`config.mk`:
```
export PLATFORM = sky130hd
export DESIGN_NAME = pje_finish
export DESIGN_NICKNAME = d
export VERILOG_FILES = /design/src/pje_pkg.sv /design/src/pje_finish.sv
export SDC_FILE = /design/constraint.sdc
export NUM_CORES = 2
export LEC_CHECK = 0
export BUFFER_PORTS_ARGS = -buffer_cell sky130_fd_sc_hd__buf_2
export CAP_MARGIN = 20
export CELL_PAD_IN_SITES_DETAIL_PLACEMENT = 0
export CELL_PAD_IN_SITES_GLOBAL_PLACEMENT = 1
export CORE_AREA = 2 2 650 652
export CTS_CLUSTER_DIAMETER = 30
export DETAILED_ROUTE_END_ITERATION = 10
export DIE_AREA = 0 0 652 654
export GPL_TIMING_DRIVEN = 0
export PLACE_DENSITY = 0.43
export SLEW_MARGIN = 10
export SYNTH_ARGS = -nofsm -noshare
export SYNTH_HDL_FRONTEND = slang
export SYNTH_SLANG_ARGS = --single-unit
```
`constraint.sdc`:
```
create_clock -name clk -period 8.5 [get_ports clk]
set_clock_uncertainty 0.05 [all_clocks]
set_input_delay 1.7 -clock clk [delete_from_list [all_inputs] [get_ports clk]]
set_output_delay 1.7 -clock clk [all_outputs]
set_load 0.01 [all_outputs]
```
`src/pje_pkg.sv`:
```
// shared types, constants and the long-division step for the projection jacobian unit
// no dependencies
package pje_pkg;

	localparam int N_ENT     = 10;   // nonzero jacobian entries per point
	localparam int COORD_W   = 32;   // Q16.16 coordinate
	localparam int FOCAL_W   = 16;   // Q12.4 focal length
	localparam int RES_W     = 48;   // Q32.16 result
	localparam int NUM_W     = 96;   // scaled numerator
	localparam int DEN_W     = 63;   // ref_z squared magnitude
	localparam int REM_W     = 63;   // partial remainder, below den unless the entry overflows
	localparam int Q_W       = 48;   // quotient bits kept
	localparam int DIV_STEPS = 48;   // one quotient bit per stage
	localparam int SH_T      = 28;   // numerator scale for translation-only entries
	localparam int SH_R      = 12;   // numerator scale for the other entries
	localparam int CFG_IDX_W = 2;

	localparam logic [CFG_IDX_W-1:0] REG_FOCAL_U = 2'd0;
	localparam logic [CFG_IDX_W-1:0] REG_FOCAL_V = 2'd1;
	localparam logic [FOCAL_W-1:0]   FOCAL_RESET = 16'd8000;

	localparam logic [Q_W:0] POS_LIMIT = {2'b00, {(Q_W-1){1'b1}}};
	localparam logic [Q_W:0] NEG_LIMIT = {2'b01, {(Q_W-1){1'b0}}};

	// entry slots
	localparam int E_U_TX = 0;
	localparam int E_V_TY = 1;
	localparam int E_U_TZ = 2;
	localparam int E_V_TZ = 3;
	localparam int E_U_RX = 4;
	localparam int E_V_RX = 5;
	localparam int E_U_RY = 6;
	localparam int E_V_RY = 7;
	localparam int E_U_RZ = 8;
	localparam int E_V_RZ = 9;

	typedef struct packed {
		logic signed [COORD_W-1:0] prev_x;
		logic signed [COORD_W-1:0] prev_y;
		logic signed [COORD_W-1:0] prev_z;
		logic signed [COORD_W-1:0] ref_x;
		logic signed [COORD_W-1:0] ref_y;
		logic signed [COORD_W-1:0] ref_z;
	} in_word_t;

	typedef struct packed {
		logic signed [RES_W-1:0] j_u_tx;
		logic signed [RES_W-1:0] j_v_ty;
		logic signed [RES_W-1:0] j_u_tz;
		logic signed [RES_W-1:0] j_v_tz;
		logic signed [RES_W-1:0] j_u_rx;
		logic signed [RES_W-1:0] j_v_rx;
		logic signed [RES_W-1:0] j_u_ry;
		logic signed [RES_W-1:0] j_v_ry;
		logic signed [RES_W-1:0] j_u_rz;
		logic signed [RES_W-1:0] j_v_rz;
		logic                    depth_zero;
	} out_word_t;

	// front end to divider
	typedef struct packed {
		logic [N_ENT-1:0]            neg;
		logic [N_ENT-1:0][NUM_W-1:0] num;
		logic [DEN_W-1:0]            den;
		logic                        dz;
	} front_t;

	// one divider stage; lq holds remaining numerator bits with quotient bits shifted in
	typedef struct packed {
		logic [N_ENT-1:0]            neg;
		logic [N_ENT-1:0]            ovf;
		logic                        dz;
		logic [DEN_W-1:0]            den;
		logic [N_ENT-1:0][REM_W-1:0] rem;
		logic [N_ENT-1:0][Q_W-1:0]   lq;
	} dstage_t;

	function automatic dstage_t div_step(input dstage_t d);
		dstage_t r;
		logic [REM_W:0] t;
		r = d;
		for (int i = 0; i < N_ENT; i++) begin
			t = {d.rem[i], d.lq[i][Q_W-1]};
			if (t >= {1'b0, d.den}) begin
				r.rem[i] = REM_W'(t - {1'b0, d.den});
				r.lq[i]  = {d.lq[i][Q_W-2:0], 1'b1};
			end else begin
				r.rem[i] = t[REM_W-1:0];
				r.lq[i]  = {d.lq[i][Q_W-2:0], 1'b0};
			end
		end
		return r;
	endfunction

endpackage

```
`src/pje_finish.sv`:
```
// rounding stage, then saturation, sign and zero-depth forcing of the ten entries
// depends on pje_pkg
module pje_finish (
	input  logic               clk,
	input  logic               arst_n,
	input  logic               en,
	input  logic               in_valid,
	input  pje_pkg::dstage_t   in_data,
	output logic               out_valid,
	output pje_pkg::out_word_t out_data
);

	logic [pje_pkg::N_ENT-1:0][pje_pkg::Q_W:0] qr_c;
	logic [pje_pkg::N_ENT-1:0][pje_pkg::Q_W:0] qr_s54;
	logic [pje_pkg::N_ENT-1:0] neg_s54, ovf_s54;
	logic dz_s54, vld_s54;

	// round half away from zero on the magnitude
	always_comb begin
		for (int i = 0; i < pje_pkg::N_ENT; i++) begin
			qr_c[i] = {1'b0, in_data.lq[i]}
				+ (pje_pkg::Q_W+1)'({in_data.rem[i], 1'b0} >= {1'b0, in_data.den});
		end
	end

	always_ff @(posedge clk) begin
		if (en) begin
			qr_s54  <= qr_c;
			neg_s54 <= in_data.neg;
			ovf_s54 <= in_data.ovf;
			dz_s54  <= in_data.dz;
		end
	end

	always_ff @(posedge clk or negedge arst_n) begin
		if (!arst_n) begin
			vld_s54 <= 1'b0;
		end else if (en) begin
			vld_s54 <= in_valid;
		end
	end

	logic [pje_pkg::N_ENT-1:0][pje_pkg::RES_W-1:0] ent;
	logic [pje_pkg::Q_W:0] lim, mag;

	always_comb begin
		lim = '0;
		mag = '0;
		for (int i = 0; i < pje_pkg::N_ENT; i++) begin
			lim = neg_s54[i] ? pje_pkg::NEG_LIMIT : pje_pkg::POS_LIMIT;
			mag = (ovf_s54[i] || qr_s54[i] > lim) ? lim : qr_s54[i];
			if (dz_s54) begin
				ent[i] = '0;
			end else if (neg_s54[i]) begin
				ent[i] = pje_pkg::RES_W'(~mag[pje_pkg::RES_W-1:0] + 1'b1);
			end else begin
				ent[i] = mag[pje_pkg::RES_W-1:0];
			end
		end
	end

	always_comb begin
		out_data.j_u_tx     = ent[pje_pkg::E_U_TX];
		out_data.j_v_ty     = ent[pje_pkg::E_V_TY];
		out_data.j_u_tz     = ent[pje_pkg::E_U_TZ];
		out_data.j_v_tz     = ent[pje_pkg::E_V_TZ];
		out_data.j_u_rx     = ent[pje_pkg::E_U_RX];
		out_data.j_v_rx     = ent[pje_pkg::E_V_RX];
		out_data.j_u_ry     = ent[pje_pkg::E_U_RY];
		out_data.j_v_ry     = ent[pje_pkg::E_V_RY];
		out_data.j_u_rz     = ent[pje_pkg::E_U_RZ];
		out_data.j_v_rz     = ent[pje_pkg::E_V_RZ];
		out_data.depth_zero = dz_s54;
	end

	assign out_valid = vld_s54;

endmodule

```
==> impl_metrics.py <==
metrics = {
    "setup_path": {
        "cp_num_buf_inv": 6,
        "worstSetupPathType": "reg2out",
        "cp-start-kind": "flip-flop",
        "max_stage_delay_ps": 670,
        "worst-path-stages": 25,
        "cp_max_fo": 6,
        "critical_path_arrival_ps": 6710,
        "worstReg2RegStart": "out_valid$_DFFE_PN0P_",
        "r2r_cells": 1,
        "startpoint": "neg_s54[3]$_DFFE_PP_",
        "critPathSlowestCell": "a221oi_4",
        "cp-end-kind": "output pin",
        "cp_top_family": "simple AND/OR/NAND/NOR gates",
        "required_ps": 6750,
    },
    "floorplan": {
        "dieArea_um2": 426000,
        "die_height_um": 654,
        "dieWidth_um": 652,
        "core-area_um2": 419000,
        "ioPinCount": 1680,
        "std_cell_rows": 238,
        "start_util_pct": 16.2,
    },
    "detailed_routing": {
        "ant_nets": 0,
        "viasPerCell": 4.80,
        "first_pass_iters": 6,
        "drt_iter0_drc": 5784,
        "num_vias": 77283,
        "wirelength_um": 466000,
        "routedWlPerCell_um": 29.0,
        "drc": 0,
    },
    "clocking": {
        "cts_buffers": 173,
        "clockBufferDepth": 4,
        "clk_latency_ps": 850,
        "cts.sinks": 512,
        "cts.clk_slew.worst_paths_ps": 30,
        "htreeDepth": 4,
        "cts_tree": "yes",
        "cts-root-buf": "clkbuf_16",
    },
    "synthesis": {
        "synth.area.top_cells": "edfxtp_1 23%, ha_1 21%, nor2_1 4.7%, a21oi_1 4.7%, xnor2_1 4.6%",
        "yosysMostFrequentCell": "ha_1",
        "synthCells": 8254,
        "ys_types": 95,
        "syn_area_um2": 67800,
        "synth_fp_nets": 10582,
        "synth_enable_flop_cells": 511,
        "synth_commonest_cells": "1,130 x ha_1, 847 x nor2_1, 635 x a21oi_1, 635 x nand2_1, 511 x edfxtp_1",
        "synth-async-reset-ratio_pct": 0.195,
        "ys_seq_area_share_pct": 22.7,
        "syn_area_per_cell_um2": 8.21,
        "netlist.area_leader.share_pct": 22.6,
        "yosys_most_used_dff": "edfxtp_1",
        "yosysTopAreaCell": "edfxtp_1",
        "ys_warn_count": 0,
        "yosys_register_bits": 512,
    },
    "layout": {
        "drive_gt1_share_pct": 24.4,
        "fin_util_pct": 22.3,
        "multi_input_area_um2": 51900,
        "area_delta_synth_final_pct": 38.0,
        "register_area_um2": 15400,
        "fillerInstances": 46462,
        "final_nets": 12616,
    },
    "sta": {
        "fin_hold_ws_ps": 463,
        "fin_crit_ps": 8460,
        "slew_violations": 0,
        "tightest_slew_ps": 1240,
        "slew_headroom_pct": 17.5,
        "fmax_mhz": 118,
        "rsz0062_at_grt": "yes",
        "finalSetupViolations": 0,
        "fin_crit_sh_pct": 99.5,
        "hold_violations": 0,
    },
    "flow_run": {
        "cap_violations": 0,
    },
    "global_routing": {
        "grt_pass1_wl_um": 627000,
        "antenna_found_initial": 270,
        "grt_pass1_vias": 76390,
        "track_usage_pct": 20.8,
        "grt_start_max_net_pins": 105,
        "overflow": 0,
    },
    "run_status": {
        "status": "completed",
    },
    "min_path": {
        "hold_depth": 1,
        "hold_path_class": "reg2reg",
        "min_from": "out_valid$_DFFE_PN0P_",
    },
    "placed_design": {
        "gp_congestion": 0.907,
        "numPortBuffers": 1678,
        "dp_hpwl_um": 395000,
    },
    "power_and_ir_drop": {
        "power_density_nw_per_um2": 161,
        "power.leakage_uw": 0.0389,
        "ir_worst_vdd_v": 0.000182,
    },
}
==> final cells by class <==
type	instances	share of cell area, %
multi-input cells	7257	55.5
flip-flops and latches	512	16.4
repair buffers	1881	11.7
well taps	5520	7.39
clock buffers	206	4.83
plain buffers	294	1.54
clock inverters	108	1.50
inverters	169	0.717
diodes	137	0.367
==> sequential cells by signal (all words and copies together), names as in the netlist <==
name,flops
dz_s54,1
qr_s54,490
out_valid,1
neg_s54,10
ovf_s54,10
==> cell families (layout without fill, tap and decap cells) <==
logic type                 Yosys count  count (layout)  synth area share (%)
DFF                                512             512                  22.7
xor gates and xnor gates           504             504                  6.52
muxes                              134             134                  2.06
other                                0             137                     0
adders and majority gates         1130            1130                  20.9
buffers and inverters              485            2658                  2.72
and+or+nand+nor                   3321            3321                  24.5
AOI/OAI and AO/OA                 2168            2168                  20.6
==> repair_timing <==
| action | in CTS | in global routing |
|---|---|---|
| buffers inserted | 73 | 35 |
| endpoints found under the setup margin | 356 | 96 |
| cloned | 2 | 2 |
| gates resized for setup | 280 | 100 |
| hold buffers | 0 | 0 |
| pin swaps | 46 | 56 |
==> power breakdown <==
part / switching (uW) / total (uW) / internal (uW)
registers: 445 / 3490 / 3050
clock network: 2030 / 6620 / 4590
logic: 3100 / 4910 / 1810
==> cell usage in the layout, fill, tap and decap left out, types with 104 or more instances in the layout <==
cell / count
clkbuf_1: 230
clkbuf_16: 181
o22a_1: 104
inv_1: 156
ha_1: 1116
xor2_1: 146
nand3_1: 316
a21oi_1: 615
edfxtp_1: 511
buf_4: 130
buf_2: 1681
diode_2: 137
xnor2_1: 358
o21ai_0: 475
and3_1: 110
nand2_1: 627
nor2b_1: 107
nand4_1: 320
nor2_1: 835
nor3_1: 370
nor4_1: 105
a21o_1: 306
a211oi_1: 106
==> worst paths after layout <==
| path | end | slack (ps) |
|---|---|---|
| hold reg to reg | out_valid$_DFFE_PN0P_ | 460 |
| min in group asynchronous | out_valid$_DFFE_PN0P_ | 570 |
| setup reg to reg | out_valid$_DFFE_PN0P_ | 7710 |
| setup / recovery | out_data[325] | 40 |
| max in group asynchronous | out_valid$_DFFE_PN0P_ | 7740 |
| hold / removal | out_valid$_DFFE_PN0P_ | 460 |
==> through the flow <==
step           TNS (ps)  instance area, um2  instances  setup slack, ps  power (uW)
5_1_grt            -234               93400      16035             -126       15800
4_1_cts            -107               92500      15913            -68.2       15200
3_3_place_gp   -2746330               83100      15452            -4880        8120
3_5_place_dp    -232390               84800      15538            -2610        8260
6_report              0               93500      16084             43.1       15000
2_1_floorplan         0               67800       8254             45.5        5640
==> metal layers <==
metal	routed length, um	track usage [%]	part of all wire [%]
met5	641	0	0.14
met4	23800	10.0	5.1
met3	31000	4.73	6.6
met2	230000	36.8	49
met1	181000	23.6	39
No activity file was read; power rests on OpenSTA's default activity.
